File: src/rtl/fast_inverse_sqrt_macros.svh
// Assertion macros used by the fast inverse square root top level.
`ifndef FAST_INVERSE_SQRT_MACROS_SVH
`define FAST_INVERSE_SQRT_MACROS_SVH

// Same-cycle implication, sampled on clk, off during reset.
`define FISQ_ASSERT_NOW(lbl, ante, cons, msg) \
  lbl: assert property (@(posedge clk) disable iff (!rst_n) (ante) |-> (cons)) else $error(msg);

// Next-cycle implication, sampled on clk, off during reset.
`define FISQ_ASSERT_NEXT(lbl, ante, cons, msg) \
  lbl: assert property (@(posedge clk) disable iff (!rst_n) (ante) |=> (cons)) else $error(msg);

`endif

File: src/rtl/fisq_pkg.sv
// Package: constants, types and helper functions for the inverse square root pipeline.
`default_nettype none
package fisq_pkg;

  localparam logic [31:0] FISQ_MAGIC     = 32'h5f3759df;
  localparam logic [31:0] FISQ_CANON_NAN = 32'h7FC00000;
  localparam logic [31:0] FISQ_HALF      = 32'h3F000000;
  localparam logic [31:0] FISQ_ONE_HALF  = 32'h3FC00000;
  localparam logic [7:0]  FISQ_EXP_MAX   = 8'hFF;

  typedef struct packed {
    logic signed [10:0] exp;
    logic [23:0]        mant;
  } fisq_unpk_t;

  function automatic logic [4:0] fisq_lzc27(input logic [26:0] v);
    logic [4:0] n;
    n = 5'd27;
    for (int i = 0; i < 27; i++) begin
      if (v[i]) n = 5'(26 - i);
    end
    return n;
  endfunction

  function automatic fisq_unpk_t fisq_unpack_norm(input logic [30:0] mag);
    fisq_unpk_t u;
    logic [23:0] m;
    logic [4:0]  lz;
    m      = {mag[30:23] != 8'd0, mag[22:0]};
    lz     = fisq_lzc27({m, 3'b111});
    u.mant = m << lz;
    u.exp  = ((mag[30:23] == 8'd0) ? 11'sd1 : $signed({3'b000, mag[30:23]}))
             - $signed({6'd0, lz});
    return u;
  endfunction

endpackage
`default_nettype wire

File: src/rtl/fisq_fmul.sv
// Three-stage binary32 multiplier with round-to-nearest-even and subnormal support.
`default_nettype none
module fisq_fmul import fisq_pkg::*; (
  input  wire logic        clk,
  input  wire logic        rst_n,
  input  wire logic        en,
  input  wire logic        in_valid,
  input  wire logic [31:0] in_a,
  input  wire logic [31:0] in_b,
  output logic             out_valid,
  output logic [31:0]      out_res
);

  logic a_nan, b_nan, a_inf, b_inf, a_zero, b_zero, nan, inf, zero;
  fisq_unpk_t ua, ub;
  logic [31:0] spec_val;

  logic v1_r, s1_r, spec1_r;
  logic [31:0] specv1_r;
  fisq_unpk_t ua1_r, ub1_r;

  logic v2_r, s2_r, spec2_r;
  logic [31:0] specv2_r;
  logic [47:0] p2_r;
  logic signed [10:0] e2_r;

  logic v3_r;
  logic [31:0] res3_r;

  logic [47:0] pn, shifted, mask;
  logic signed [10:0] e1, t;
  logic [5:0] sh;
  logic [7:0] efield;
  logic g, st, inc;
  logic [31:0] res_nxt;

  always_comb begin
    a_nan  = (in_a[30:23] == FISQ_EXP_MAX) && (in_a[22:0] != 23'd0);
    b_nan  = (in_b[30:23] == FISQ_EXP_MAX) && (in_b[22:0] != 23'd0);
    a_inf  = (in_a[30:23] == FISQ_EXP_MAX) && (in_a[22:0] == 23'd0);
    b_inf  = (in_b[30:23] == FISQ_EXP_MAX) && (in_b[22:0] == 23'd0);
    a_zero = in_a[30:0] == 31'd0;
    b_zero = in_b[30:0] == 31'd0;
    nan    = a_nan | b_nan | (a_inf & b_zero) | (b_inf & a_zero);
    inf    = a_inf | b_inf;
    zero   = a_zero | b_zero;
    if (nan) begin
      spec_val = FISQ_CANON_NAN;
    end else if (inf) begin
      spec_val = {in_a[31] ^ in_b[31], FISQ_EXP_MAX, 23'd0};
    end else begin
      spec_val = {in_a[31] ^ in_b[31], 31'd0};
    end
    ua = fisq_unpack_norm(in_a[30:0]);
    ub = fisq_unpack_norm(in_b[30:0]);
  end

  always_ff @(posedge clk) begin
    if (!rst_n) begin
      v1_r <= 1'b0;
      v2_r <= 1'b0;
      v3_r <= 1'b0;
    end else if (en) begin
      v1_r <= in_valid;
      v2_r <= v1_r;
      v3_r <= v2_r;
    end
  end

  always_ff @(posedge clk) begin
    if (en) begin
      s1_r     <= in_a[31] ^ in_b[31];
      spec1_r  <= nan | inf | zero;
      specv1_r <= spec_val;
      ua1_r    <= ua;
      ub1_r    <= ub;
      s2_r     <= s1_r;
      spec2_r  <= spec1_r;
      specv2_r <= specv1_r;
      p2_r     <= 48'(ua1_r.mant) * 48'(ub1_r.mant);
      e2_r     <= ua1_r.exp + ub1_r.exp - 11'sd127;
      res3_r   <= res_nxt;
    end
  end

  always_comb begin
    if (p2_r[47]) begin
      pn = p2_r;
      e1 = e2_r + 11'sd1;
    end else begin
      pn = p2_r << 1;
      e1 = e2_r;
    end
    t  = 11'sd1 - e1;
    if (e1 > 11'sd0) begin
      sh = 6'd0;
    end else if (t > 11'sd63) begin
      sh = 6'd63;
    end else begin
      sh = t[5:0];
    end
    shifted = pn >> sh;
    mask    = (48'd1 << sh) - 48'd1;
    g       = shifted[23];
    st      = (|shifted[22:0]) | (|(pn & mask));
    efield  = (e1 > 11'sd0) ? e1[7:0] : 8'd0;
    inc     = g & (st | shifted[24]);
    if (spec2_r) begin
      res_nxt = specv2_r;
    end else if (e1 >= 11'sd255) begin
      res_nxt = {s2_r, FISQ_EXP_MAX, 23'd0};
    end else begin
      res_nxt = {s2_r, {efield, shifted[46:24]} + {30'd0, inc}};
    end
  end

  assign out_valid = v3_r;
  assign out_res   = res3_r;

endmodule
`default_nettype wire

File: config.mk
export PLATFORM = sky130hd
export DESIGN_NAME = fisq_fmul
export DESIGN_NICKNAME = d
export VERILOG_FILES = /design/src/rtl/fast_inverse_sqrt_macros.svh /design/src/rtl/fisq_pkg.sv /design/src/rtl/fisq_fmul.sv
export SDC_FILE = /design/constraint.sdc
export NUM_CORES = 2
export LEC_CHECK = 0
export BUFFER_PORTS_ARGS = -buffer_cell sky130_fd_sc_hd__buf_2
export CORE_UTILIZATION = 46
export CTS_BUF_LIST = sky130_fd_sc_hd__clkbuf_8
export DETAILED_ROUTE_END_ITERATION = 10
export PLACE_DENSITY_LB_ADDON = 0.15
export SKIP_LAST_GASP = 1
export SYNTH_ARGS = -nofsm -noshare
export SYNTH_HDL_FRONTEND = slang
export SYNTH_SLANG_ARGS = --single-unit
File: constraint.sdc
create_clock -name clk -period 17.7 [get_ports clk]
set_clock_uncertainty 0.05 [all_clocks]
set_input_delay 0.885 -clock clk [delete_from_list [all_inputs] [get_ports clk]]
set_output_delay 0.885 -clock clk [all_outputs]
set_load 0.03 [all_outputs]
==> flow_metrics.tcl <==
set metrics [dict create \
    grt_max_degree 110 \
    place_congestion 1.010 \
    clk_latency_ns 0.58 \
    netlist_instances 3800 \
    synth_edf_count 167 \
    cts-root-buf "clkbuf_8" \
    grtUsageTotal 0.2868 \
    route.detailed.drc 0 \
    wl_um 105100 \
    hpwl_um 82110 \
    rsz0062_at_grt "no" \
    vias 28290 \
    nNetsFinal 4551 \
    initialDrtViolationCount 2718 \
    die_x_um 272.7 \
    grt_pass1_wl_um 165100 \
    start_util 0.4683 \
    critPathCaptureType "flop" \
    io_pins 101 \
    hold_violations 0 \
    drtPass1Iterations 8 \
    final_cell_count_no_fill 4762 \
    area_growth_pct 5.605 \
    design_area_mm2 0.03560 \
    final_antenna_net_count 0 \
    min_period_over_period 0.4861 \
    die_h_um 272.7 \
    port_buffers 100 \
    grt_pass1_vias 28223 \
    drive_gt1_frac 0.08454 \
    cts_buffers 17 \
    placed_area_mm2 0.03519 \
    period_needed_ns 8.604 \
    hold_buffers 0 \
    final_max_slew_viol_count 0 \
    timing.fmax_ghz 0.1162 \
    setup_viol_count_final 0 \
    drv_cap 0 \
    slew_headroom 0.2122 \
    core_area_mm2 0.07198 \
    hold_path_class "reg -> reg" \
    synthesis.area_mm2 0.03371 \
    yosys_register_bits 170 \
    synth-async-reset-ratio 0 \
    arrival_ns 8.86 \
    crit_path_start_kind "flop" \
    h-tree-depth 4 \
    grt-ovfl-total 0 \
    synth.avg_cell_area_um2 8.871 \
    ys_types 117 \
    tightestPinTransition_ns 1.177 \
    postCtsSetupBuffers 0 \
    critical_path.max_fanout 24 \
    cts_tree "yes" \
    routed_via_density 5.941 \
    layout_commonest_cell "inv_1" \
    status "complete, no violations" \
    dp.cells 4727 \
    hold_ws_ns 0.3791 \
    ys.flop_type "edfxtp_1" \
    clock-sinks 170 \
    antenna_found_initial 5 \
    cts_resized 0 \
    critPathKind "reg -> reg" \
    clockBufferDepth 2 \
    cp_data_required_time_ns 17.96 \
    yosysWarnings 0 \
    placementRows 98 \
    wl_per_cell_um 22.07 \
    setup_tns_ns 0 \
    clk_pin_slew_ns 0.13 \
    dieArea_mm2 0.07437 \
    ys_seq_area_frac 0.1505 \
    mostFrequentLayoutCells "528 x inv_1, 507 x nand2_1, 483 x fa_1" \
]
==> worst paths after layout <==
| check | from | end | slack (ns) | cells after the start |
|---|---|---|---|---|
| worst max-delay path | ub1_r[3] | p2_r[46] | 9.10 | 26 |
| worst min-delay path | specv1_r[22] | specv2_r[22] | 0.38 | 0 |
| worst max register to register | ub1_r[3] | p2_r[46] | 9.10 | 26 |
| worst min register to register | specv1_r[22] | specv2_r[22] | 0.38 | 0 |
==> per-stage QoR <==
step | util | worst slack [ns]
2_1_floorplan | - | 10.01
3_3_place_gp | 0.4889 | 9.221
3_5_place_dp | 0.4889 | 9.127
4_1_cts | 0.4945 | 9.069
5_1_grt | 0.4945 | 8.621
6_report | 0.4946 | 9.096
==> Yosys cell counts (11+ instances only) <==
cell type  number  area, um2
a211oi_1       36      270.3
a21o_1         29      217.7
a21oi_1       152      760.7
a222oi_1       11      110.1
a22oi_1        11      82.58
a31oi_1        30      187.7
and2_1        243       1520
and3_1         14      87.58
buf_1          17      63.81
buf_2          23      115.1
clkbuf_1      156      585.6
edfxtp_1      167       5015
fa_1          483       9669
ha_1          204       2552
inv_1         528       1982
mux2_2         34      382.9
mux2i_1       143       1431
nand2_1       507       1903
nand2b_1       22      137.6
nand3_1        70      350.3
nand4_1        31      193.9
nor2_1        199      747.0
nor2b_1        11      68.82
nor3_1         81      405.4
nor4_1         30      187.7
o211ai_1       19      142.6
o21a_1         18      135.1
o21ai_0        91      455.4
o21bai_1       15      112.6
o221ai_1       20      175.2
o22ai_1        34      212.7
o31ai_1        17      127.6
or3_1          19      118.9
xnor2_1        62      543.0
xor2_1         32      280.3
==> cells by family after synthesis <==
| family | count (synthesis) | share of synthesized area |
|---|---|---|
| muxes | 188 | 0.05902 |
| buffers and inverters | 741 | 0.08548 |
| DFF | 170 | 0.1505 |
| AOI/OAI and AO/OA | 624 | 0.1283 |
| adders and majority gates | 687 | 0.3626 |
| xor gates and xnor gates | 98 | 0.02669 |
| and+or+nand+nor | 1291 | 0.1873 |
| other | 1 | 0.0001112 |
==> registers in the layout, summed over array words and instances, names as in the netlist <==
| name | flops |
|---|---|
| s1_r | 1 |
| p2_r | 48 |
| spec1_r | 1 |
| out_valid | 1 |
| spec2_r | 1 |
| ua1_r | 33 |
| specv2_r | 3 |
| v2_r | 1 |
| s2_r | 1 |
| ub1_r | 33 |
| specv1_r | 3 |
| out_res | 32 |
| e2_r | 11 |
| v1_r | 1 |
==> final cells by class <==
cell class | instances | area (um2)
clock inverter | 13 | 138.9
tap | 950 | 1189
timing repair buffer | 184 | 1137
fill | 6921 | 36380
antenna | 3 | 7.507
clock buffer | 19 | 261.5
inverter | 533 | 2001
multi-input combinational | 2890 | 25790
sequential | 170 | 5075
==> routing by layer <==
metal  vias to the layer above  track usage  share of wire
met2                      1228       0.4522           0.45
li1                      12748            -              -
met1                     14085       0.3968           0.43
met3                       229      0.05175          0.078
met4                         0      0.09654          0.034
met5                         -            0              0
==> worst max-delay path: stages, from the launching register on <==
cell	delay, ns
edfxtp_1	0.95
nand2_1	0.18
fa_1	0.57
inv_1	0.05
fa_1	0.47
fa_1	0.54
inv_1	0.05
fa_1	0.47
fa_1	0.54
inv_1	0.05
fa_1	0.49
fa_1	0.42
ha_1	0.31
a21boi_0	0.32
nand4_1	0.24
a21o_1	0.23
o21a_1	0.24
o31a_1	0.33
a211o_1	0.28
a21oi_1	0.19
nor4_1	0.08
or4_1	0.52
nand3_1	0.14
a31oi_1	0.17
o221ai_1	0.19
a21oi_1	0.11
xnor2_1	0.14
Power is left out: the tool's default activity adds up to more than one toggle a clock period on the data nets, which glitch-free logic cannot reach.
