### src/rtl/fast_inverse_sqrt_macros.svh
// Assertion macros used by the fast inverse square root top level.
`ifndef FAST_INVERSE_SQRT_MACROS_SVH
`define FAST_INVERSE_SQRT_MACROS_SVH

// Same-cycle implication, sampled on clk, off during reset.
`define FISQ_ASSERT_NOW(lbl, ante, cons, msg) \
  lbl: assert property (@(posedge clk) disable iff (!rst_n) (ante) |-> (cons)) else $error(msg);

// Next-cycle implication, sampled on clk, off during reset.
`define FISQ_ASSERT_NEXT(lbl, ante, cons, msg) \
  lbl: assert property (@(posedge clk) disable iff (!rst_n) (ante) |=> (cons)) else $error(msg);

`endif

### src/rtl/fisq_pkg.sv
// Package: constants, types and helper functions for the inverse square root pipeline.
`default_nettype none
package fisq_pkg;

  localparam logic [31:0] FISQ_MAGIC     = 32'h5f3759df;
  localparam logic [31:0] FISQ_CANON_NAN = 32'h7FC00000;
  localparam logic [31:0] FISQ_HALF      = 32'h3F000000;
  localparam logic [31:0] FISQ_ONE_HALF  = 32'h3FC00000;
  localparam logic [7:0]  FISQ_EXP_MAX   = 8'hFF;

  typedef struct packed {
    logic signed [10:0] exp;
    logic [23:0]        mant;
  } fisq_unpk_t;

  function automatic logic [4:0] fisq_lzc27(input logic [26:0] v);
    logic [4:0] n;
    n = 5'd27;
    for (int i = 0; i < 27; i++) begin
      if (v[i]) n = 5'(26 - i);
    end
    return n;
  endfunction

  function automatic fisq_unpk_t fisq_unpack_norm(input logic [30:0] mag);
    fisq_unpk_t u;
    logic [23:0] m;
    logic [4:0]  lz;
    m      = {mag[30:23] != 8'd0, mag[22:0]};
    lz     = fisq_lzc27({m, 3'b111});
    u.mant = m << lz;
    u.exp  = ((mag[30:23] == 8'd0) ? 11'sd1 : $signed({3'b000, mag[30:23]}))
             - $signed({6'd0, lz});
    return u;
  endfunction

endpackage
`default_nettype wire

### src/rtl/fisq_fadd.sv
// Four-stage binary32 adder with round-to-nearest-even and subnormal support.
`default_nettype none
module fisq_fadd import fisq_pkg::*; (
  input  wire logic        clk,
  input  wire logic        rst_n,
  input  wire logic        en,
  input  wire logic        in_valid,
  input  wire logic [31:0] in_a,
  input  wire logic [31:0] in_b,
  output logic             out_valid,
  output logic [31:0]      out_res
);

  logic a_nan, b_nan, a_inf, b_inf, nan, inf, swap;
  logic [31:0] lo, sm, spec_val;
  logic [7:0] el, es, d;
  logic [4:0] dc;
  logic [26:0] msx, msh, mmask;

  logic v1_r, spec1_r, sl1_r, sub1_r;
  logic [31:0] specv1_r;
  logic [7:0] el1_r;
  logic [26:0] ml1_r, ms1_r;

  logic v2_r, spec2_r, sl2_r, sub2_r;
  logic [31:0] specv2_r;
  logic [7:0] el2_r;
  logic [27:0] sum2_r;

  logic v3_r, spec3_r, sl3_r, sub3_r, zero3_r;
  logic [31:0] specv3_r;
  logic [8:0] e3_r;
  logic [26:0] n3_r;

  logic v4_r;
  logic [31:0] res4_r;

  logic [4:0] lz;
  logic [8:0] lim, shamt, e_nxt;
  logic [26:0] n_nxt;
  logic [7:0] efield;
  logic inc;
  logic [31:0] res_nxt;

  always_comb begin
    a_nan = (in_a[30:23] == FISQ_EXP_MAX) && (in_a[22:0] != 23'd0);
    b_nan = (in_b[30:23] == FISQ_EXP_MAX) && (in_b[22:0] != 23'd0);
    a_inf = (in_a[30:23] == FISQ_EXP_MAX) && (in_a[22:0] == 23'd0);
    b_inf = (in_b[30:23] == FISQ_EXP_MAX) && (in_b[22:0] == 23'd0);
    nan   = a_nan | b_nan | (a_inf & b_inf & (in_a[31] != in_b[31]));
    inf   = a_inf | b_inf;
    if (nan) begin
      spec_val = FISQ_CANON_NAN;
    end else begin
      spec_val = {a_inf ? in_a[31] : in_b[31], FISQ_EXP_MAX, 23'd0};
    end
    swap  = in_b[30:0] > in_a[30:0];
    lo    = swap ? in_b : in_a;
    sm    = swap ? in_a : in_b;
    el    = (lo[30:23] == 8'd0) ? 8'd1 : lo[30:23];
    es    = (sm[30:23] == 8'd0) ? 8'd1 : sm[30:23];
    d     = el - es;
    dc    = (d > 8'd31) ? 5'd31 : d[4:0];
    msx   = {sm[30:23] != 8'd0, sm[22:0], 3'b000};
    mmask = 27'((32'd1 << dc) - 32'd1);
    msh   = (msx >> dc) | {26'd0, |(msx & mmask)};
  end

  always_ff @(posedge clk) begin
    if (!rst_n) begin
      v1_r <= 1'b0;
      v2_r <= 1'b0;
      v3_r <= 1'b0;
      v4_r <= 1'b0;
    end else if (en) begin
      v1_r <= in_valid;
      v2_r <= v1_r;
      v3_r <= v2_r;
      v4_r <= v3_r;
    end
  end

  always_ff @(posedge clk) begin
    if (en) begin
      spec1_r  <= nan | inf;
      specv1_r <= spec_val;
      sl1_r    <= lo[31];
      sub1_r   <= in_a[31] ^ in_b[31];
      el1_r    <= el;
      ml1_r    <= {lo[30:23] != 8'd0, lo[22:0], 3'b000};
      ms1_r    <= msh;
      spec2_r  <= spec1_r;
      specv2_r <= specv1_r;
      sl2_r    <= sl1_r;
      sub2_r   <= sub1_r;
      el2_r    <= el1_r;
      sum2_r   <= sub1_r ? ({1'b0, ml1_r} - {1'b0, ms1_r}) : ({1'b0, ml1_r} + {1'b0, ms1_r});
      spec3_r  <= spec2_r;
      specv3_r <= specv2_r;
      sl3_r    <= sl2_r;
      sub3_r   <= sub2_r;
      zero3_r  <= sum2_r == 28'd0;
      n3_r     <= n_nxt;
      e3_r     <= e_nxt;
      res4_r   <= res_nxt;
    end
  end

  always_comb begin
    lz  = fisq_lzc27(sum2_r[26:0]);
    lim = {1'b0, el2_r} - 9'd1;
    shamt = ({4'd0, lz} < lim) ? {4'd0, lz} : lim;
    if (sum2_r[27]) begin
      n_nxt = {sum2_r[27:2], sum2_r[1] | sum2_r[0]};
      e_nxt = {1'b0, el2_r} + 9'd1;
    end else begin
      n_nxt = sum2_r[26:0] << shamt;
      e_nxt = {1'b0, el2_r} - shamt;
    end
  end

  always_comb begin
    efield = n3_r[26] ? e3_r[7:0] : 8'd0;
    inc    = n3_r[2] & (n3_r[1] | n3_r[0] | n3_r[3]);
    if (spec3_r) begin
      res_nxt = specv3_r;
    end else if (zero3_r) begin
      res_nxt = {sub3_r ? 1'b0 : sl3_r, 31'd0};
    end else if (e3_r >= 9'd255) begin
      res_nxt = {sl3_r, FISQ_EXP_MAX, 23'd0};
    end else begin
      res_nxt = {sl3_r, {efield, n3_r[25:3]} + {30'd0, inc}};
    end
  end

  assign out_valid = v4_r;
  assign out_res   = res4_r;

endmodule
`default_nettype wire
### config.mk
export PLATFORM = sky130hd
export DESIGN_NAME = fisq_fadd
export DESIGN_NICKNAME = d
export VERILOG_FILES = /design/src/rtl/fast_inverse_sqrt_macros.svh /design/src/rtl/fisq_pkg.sv /design/src/rtl/fisq_fadd.sv
export SDC_FILE = /design/constraint.sdc
export NUM_CORES = 1
export LEC_CHECK = 0
export BUFFER_PORTS_ARGS = -buffer_cell sky130_fd_sc_hd__buf_2
export CAP_MARGIN = 20
export CORE_MARGIN = 2
export CORE_UTILIZATION = 63
export CTS_CLUSTER_SIZE = 8
export DETAILED_ROUTE_END_ITERATION = 16
export GPL_TIMING_DRIVEN = 0
export PLACE_DENSITY_LB_ADDON = 0.08
export SYNTH_ARGS = -nofsm -noshare
export SYNTH_HDL_FRONTEND = slang
export SYNTH_SLANG_ARGS = --single-unit
### constraint.sdc
create_clock -name clk -period 7.89 [get_ports clk]
set_clock_uncertainty 0.15 [all_clocks]
set_input_delay 0.3945 -clock clk [delete_from_list [all_inputs] [get_ports clk]]
set_output_delay 0.3945 -clock clk [all_outputs]
set_load 0.01 [all_outputs]
==> report_table.html <==
<table>
<tr><th>Metric</th><th>Value</th></tr>
<tr><th colspan="2">Setup path</th></tr>
<tr><td>Peak per-stage delay on the critical path</td><td>between 0.4 and 0.5 ns</td></tr>
<tr><td>Crit path capture type</td><td>flip-flop</td></tr>
<tr><td>Cell type with the highest occurrence count on the critical path</td><td>sky130_fd_sc_hd__buf_4</td></tr>
<tr><td>Critical path class</td><td>in -&gt; reg</td></tr>
<tr><td>Largest fanout of any net on the critical path</td><td>10</td></tr>
<tr><td>Element type at the critical path start</td><td>input port</td></tr>
<tr><td>Critical Path AT</td><td>between 7 and 8 ns</td></tr>
<tr><td>Max stage delay cell, worst path</td><td>sky130_fd_sc_hd__a221oi_2</td></tr>
<tr><td>Crit path required time</td><td>~7.9 ns</td></tr>
<tr><th colspan="2">Clock network</th></tr>
<tr><td>Clk sinks</td><td>183</td></tr>
<tr><td>CTS tree</td><td>done</td></tr>
<tr><td>Hold-fix buffers at CTS</td><td>0</td></tr>
<tr><td>Clock Tree Root</td><td>sky130_fd_sc_hd__clkbuf_16</td></tr>
<tr><td>Maximum clock insertion buffer count</td><td>2</td></tr>
<tr><td>Number of cells upsized or downsized after cts</td><td>12</td></tr>
<tr><td>Number of clock buffers inserted by TritonCTS</td><td>17</td></tr>
<tr><td>Total number of H-tree levels</td><td>4</td></tr>
<tr><td>Post-CTS setup buffers</td><td>0</td></tr>
<tr><td>Skew-Pair Late Insertion Delay</td><td>0.44 ns</td></tr>
<tr><td>Clock transition at the registers of the reported paths</td><td>0.08 ns</td></tr>
<tr><th colspan="2">Worst hold path</th></tr>
<tr><td>Worst hold-check path type</td><td>in -&gt; reg</td></tr>
<tr><th colspan="2">Synth</th></tr>
<tr><td>Mean instance size in the synthesized netlist</td><td>9.19 µm²</td></tr>
<tr><td>Yosys synthesis warning count</td><td>0</td></tr>
<tr><td>Leading post-synthesis cells by cell area</td><td>sky130_fd_sc_hd__edfxtp_1, sky130_fd_sc_hd__mux2i_1, sky130_fd_sc_hd__ha_1, sky130_fd_sc_hd__mux2_2, sky130_fd_sc_hd__a21oi_1</td></tr>
<tr><td>Main flop type after synthesis</td><td>sky130_fd_sc_hd__edfxtp_1</td></tr>
<tr><td>Fraction of post-synthesis cell area in the top cell type by area</td><td>0.344</td></tr>
<tr><td>EDFF count, synth</td><td>between 150 and 200</td></tr>
<tr><td>Adder-cell share of the synthesized area</td><td>0.0856</td></tr>
<tr><td>Dominant combinational cell family by area after synthesis</td><td>compound AO/OA/AOI/OAI gates</td></tr>
<tr><td>Leading cell types by count after synthesis</td><td>sky130_fd_sc_hd__edfxtp_1, sky130_fd_sc_hd__nor2_1, sky130_fd_sc_hd__nand2_1</td></tr>
<tr><td>XOR/XNOR share of the synthesized area</td><td>0.0432</td></tr>
<tr><td>Synthesized netlist cell count</td><td>1700</td></tr>
<tr><td>Number of unique standard cell types used by synthesis</td><td>89</td></tr>
<tr><td>Yosys top cell by area</td><td>sky130_fd_sc_hd__edfxtp_1</td></tr>
<tr><td>Synthesized Nets</td><td>~1900</td></tr>
<tr><td>Library cell with the highest instance count after synthesis</td><td>sky130_fd_sc_hd__edfxtp_1</td></tr>
<tr><td>Proportion of synthesized chip area in sequential cells</td><td>0.349</td></tr>
<tr><td>Synthesized-area fraction occupied by ao, oa, aoi and oai cells</td><td>0.183</td></tr>
<tr><td>Cell area after technology mapping</td><td>approximately 16000 µm²</td></tr>
<tr><td>Synth Register Bits</td><td>around 180</td></tr>
<tr><td>Post-synthesis mux area share</td><td>0.134</td></tr>
<tr><td>Simple-gate portion of the synthesized area</td><td>0.154</td></tr>
<tr><td>Post-synthesis async set-or-reset flop share</td><td>0</td></tr>
<tr><th colspan="2">Routing</th></tr>
<tr><td>DRC violation count after routing</td><td>0</td></tr>
<tr><td>Router iterations before antenna repair</td><td>6</td></tr>
<tr><td>Final wirelength</td><td>just over 50 mm</td></tr>
<tr><td>Vias per cell</td><td>6.82</td></tr>
<tr><td>Post-detailed-route count of antenna-violating nets</td><td>0</td></tr>
<tr><td>Routed length per instance</td><td>23.7 µm</td></tr>
<tr><td>Count of vias placed by the detailed router</td><td>14696</td></tr>
<tr><td>DRC marker count from the first detailed-route iteration</td><td>between 2000 and 2500</td></tr>
<tr><th colspan="2">Cells and area</th></tr>
<tr><td>Post-layout util</td><td>0.710</td></tr>
<tr><td>Antenna diode count</td><td>0</td></tr>
<tr><td>Number of nets in the layout</td><td>between 1500 and 2000</td></tr>
<tr><td>Relative area change from synthesis to final layout</td><td>10.5%</td></tr>
<tr><td>Fraction of layout cells with a size suffix above 1</td><td>0.141</td></tr>
<tr><td>Non-filler cells, final</td><td>around 2200</td></tr>
<tr><td>Number of inserted filler cells in the final layout</td><td>around 1800</td></tr>
<tr><th colspan="2">Place</th></tr>
<tr><td>Buffers on Ports</td><td>98</td></tr>
<tr><td>Worst Setup Slack post-DPL</td><td>-1.55 ns</td></tr>
<tr><td>Inst Count DP</td><td>roughly 2100</td></tr>
<tr><td>RD Place Congestion</td><td>~1.0</td></tr>
<tr><td>HPWL Detailed</td><td>between 30 and 40 mm</td></tr>
<tr><th colspan="2">Floorplan</th></tr>
<tr><td>Total Die Area</td><td>approximately 26000 µm²</td></tr>
<tr><td>Chip Width</td><td>roughly 160 µm</td></tr>
<tr><td>Floorplan row count</td><td>57</td></tr>
<tr><td>Initial core utilization</td><td>0.642</td></tr>
<tr><td>Number of primary I/O pins</td><td>between 100 and 150</td></tr>
<tr><td>Vertical die dimension</td><td>161 µm</td></tr>
<tr><td>Area of the core</td><td>approximately 24000 µm²</td></tr>
<tr><th colspan="2">Run status</th></tr>
<tr><td>Result of the run</td><td>completed</td></tr>
<tr><th colspan="2">GRT</th></tr>
<tr><td>Global-route wire length before repair</td><td>about 79 mm</td></tr>
<tr><td>Total gr overflow</td><td>0</td></tr>
<tr><td>Number of global-route vias before repair</td><td>between 10000 and 15000</td></tr>
<tr><td>Maximum number of pins on one net before global-route repair</td><td>~100</td></tr>
<tr><td>Number of antenna violations at the first check in global routing</td><td>1</td></tr>
<tr><td>All-Layer GR Usage</td><td>0.391</td></tr>
<tr><th colspan="2">Timing</th></tr>
<tr><td>Fmax achieved</td><td>roughly 0.13 GHz</td></tr>
<tr><td>Least setup slack across all paths after layout</td><td>roughly 0.18 ns</td></tr>
<tr><td>Final setup violating endpoints</td><td>0</td></tr>
<tr><td>Final Max Tran Viols</td><td>0</td></tr>
<tr><td>Tightest hold margin</td><td>0.0550 ns</td></tr>
<tr><td>Final worst path period share</td><td>0.977</td></tr>
<tr><td>Setup repair after global routing missed its margin</td><td>no</td></tr>
<tr><td>Shortest clock period the worst path allows after layout</td><td>a little under 8 ns</td></tr>
<tr><td>Headroom to the max-slew limit</td><td>0.363</td></tr>
<tr><td>Final Hold Viols</td><td>0</td></tr>
<tr><td>Worst-margin pin slew</td><td>between 0.9 and 1 ns</td></tr>
<tr><th colspan="2">Pwr</th></tr>
<tr><td>Power per standard cell area</td><td>264 nW/µm²</td></tr>
<tr><td>Maximum VDD drop</td><td>between 0.1 and 0.15 mV</td></tr>
<tr><td>Static Leakage</td><td>7.02 nW</td></tr>
<tr><th colspan="2">Job</th></tr>
<tr><td>Max-cap violations</td><td>0</td></tr>
</table>
==> through the flow <==
step	area (µm²)	power [mW]	setup TNS (ns)
6_report	17300	4.56	0
3_3_place_gp	16500	3.49	-28.31
3_5_place_dp	16500	3.54	-29.79
5_1_grt	17300	4.76	0
2_1_floorplan	15600	2.88	0
4_1_cts	17200	4.46	0
==> flip-flops by register name, summed over array words and instances (netlist names), 2 cells and up <==
register,cells
out_res,32
el2_r,8
specv2_r,2
specv3_r,2
ms1_r,27
e3_r,9
ml1_r,24
sum2_r,28
specv1_r,2
n3_r,27
el1_r,8
==> report_power, final <==
| part | total, mW | switching [mW] | internal (mW) |
|---|---|---|---|
| Clock | 0.906 | 0.462 | 0.444 |
| Sequential | 1.46 | 0.164 | 1.30 |
| Combinational | 2.20 | 1.38 | 0.812 |
==> worst max-delay path: cells and delay by family <==
family,cells,cell delay (ns)
mux,2,0.56
simple gates,8,1.43
buf+inv,12,2.99
fa+ha+maj,2,0.71
compound gates,6,1.58
==> kinds of logic after synthesis <==
group,after synthesis
AND/OR/NAND/NOR,510
AO/OA/AOI/OAI,433
buffers and inverters,196
multiplexers,199
adder cells (fa/ha/maj),105
flip-flops,183
XOR/XNOR,74
==> cells in the final DEF, fill, tap and decap left out, drive strengths merged, types with 9 or more instances in the layout <==
cell type / count
nor4: 19
o31ai: 10
buf: 131
a21o: 16
nand4: 21
nor2b: 14
nor2: 155
mux2i: 134
o211ai: 20
mux2: 63
a31oi: 12
and2: 13
nand2b: 10
nand2: 144
a21oi: 129
xor2: 29
xnor2: 45
and3: 11
o21bai: 15
o22ai: 12
nor3: 47
clkbuf: 73
inv: 117
nand3: 42
ha: 102
a211oi: 16
a221oi: 14
edfxtp: 179
o221ai: 9
o21ai: 90
==> layer usage <==
metal  up-vias  share of wire  GRT usage
met5         -              0          0
met2      1006           0.47      0.659
met1      6893           0.37      0.490
met3       217          0.092     0.0542
met4         0          0.061      0.207
li1       6580              -          -
==> final cells by class <==
| type | count | area (µm²) | share of cell area |
|---|---|---|---|
| buffer | 88 | 420 | 0.0244 |
| clock buffer | 17 | 425 | 0.0247 |
| clock inverter | 15 | 201 | 0.0117 |
| inverter | 108 | 405 | 0.0235 |
| multi-input combinational | 1321 | 9420 | 0.546 |
| sequential | 183 | 5460 | 0.316 |
| tap | 324 | 405 | 0.0235 |
| timing repair buffer | 99 | 524 | 0.0304 |
==> worst paths after layout <==
path                  endpoint  slack [ns]    startpoint  depth (start not counted)
setup reg to reg       e3_r[8]        0.59     sum2_r[2]                         26
setup / recovery      ms1_r[5]        0.18      in_a[12]                         30
hold reg to reg   specv3_r[22]        0.27  specv2_r[22]                          0
hold / removal       out_valid        0.05         rst_n                          2
No activity file was read; power rests on OpenSTA's default activity.
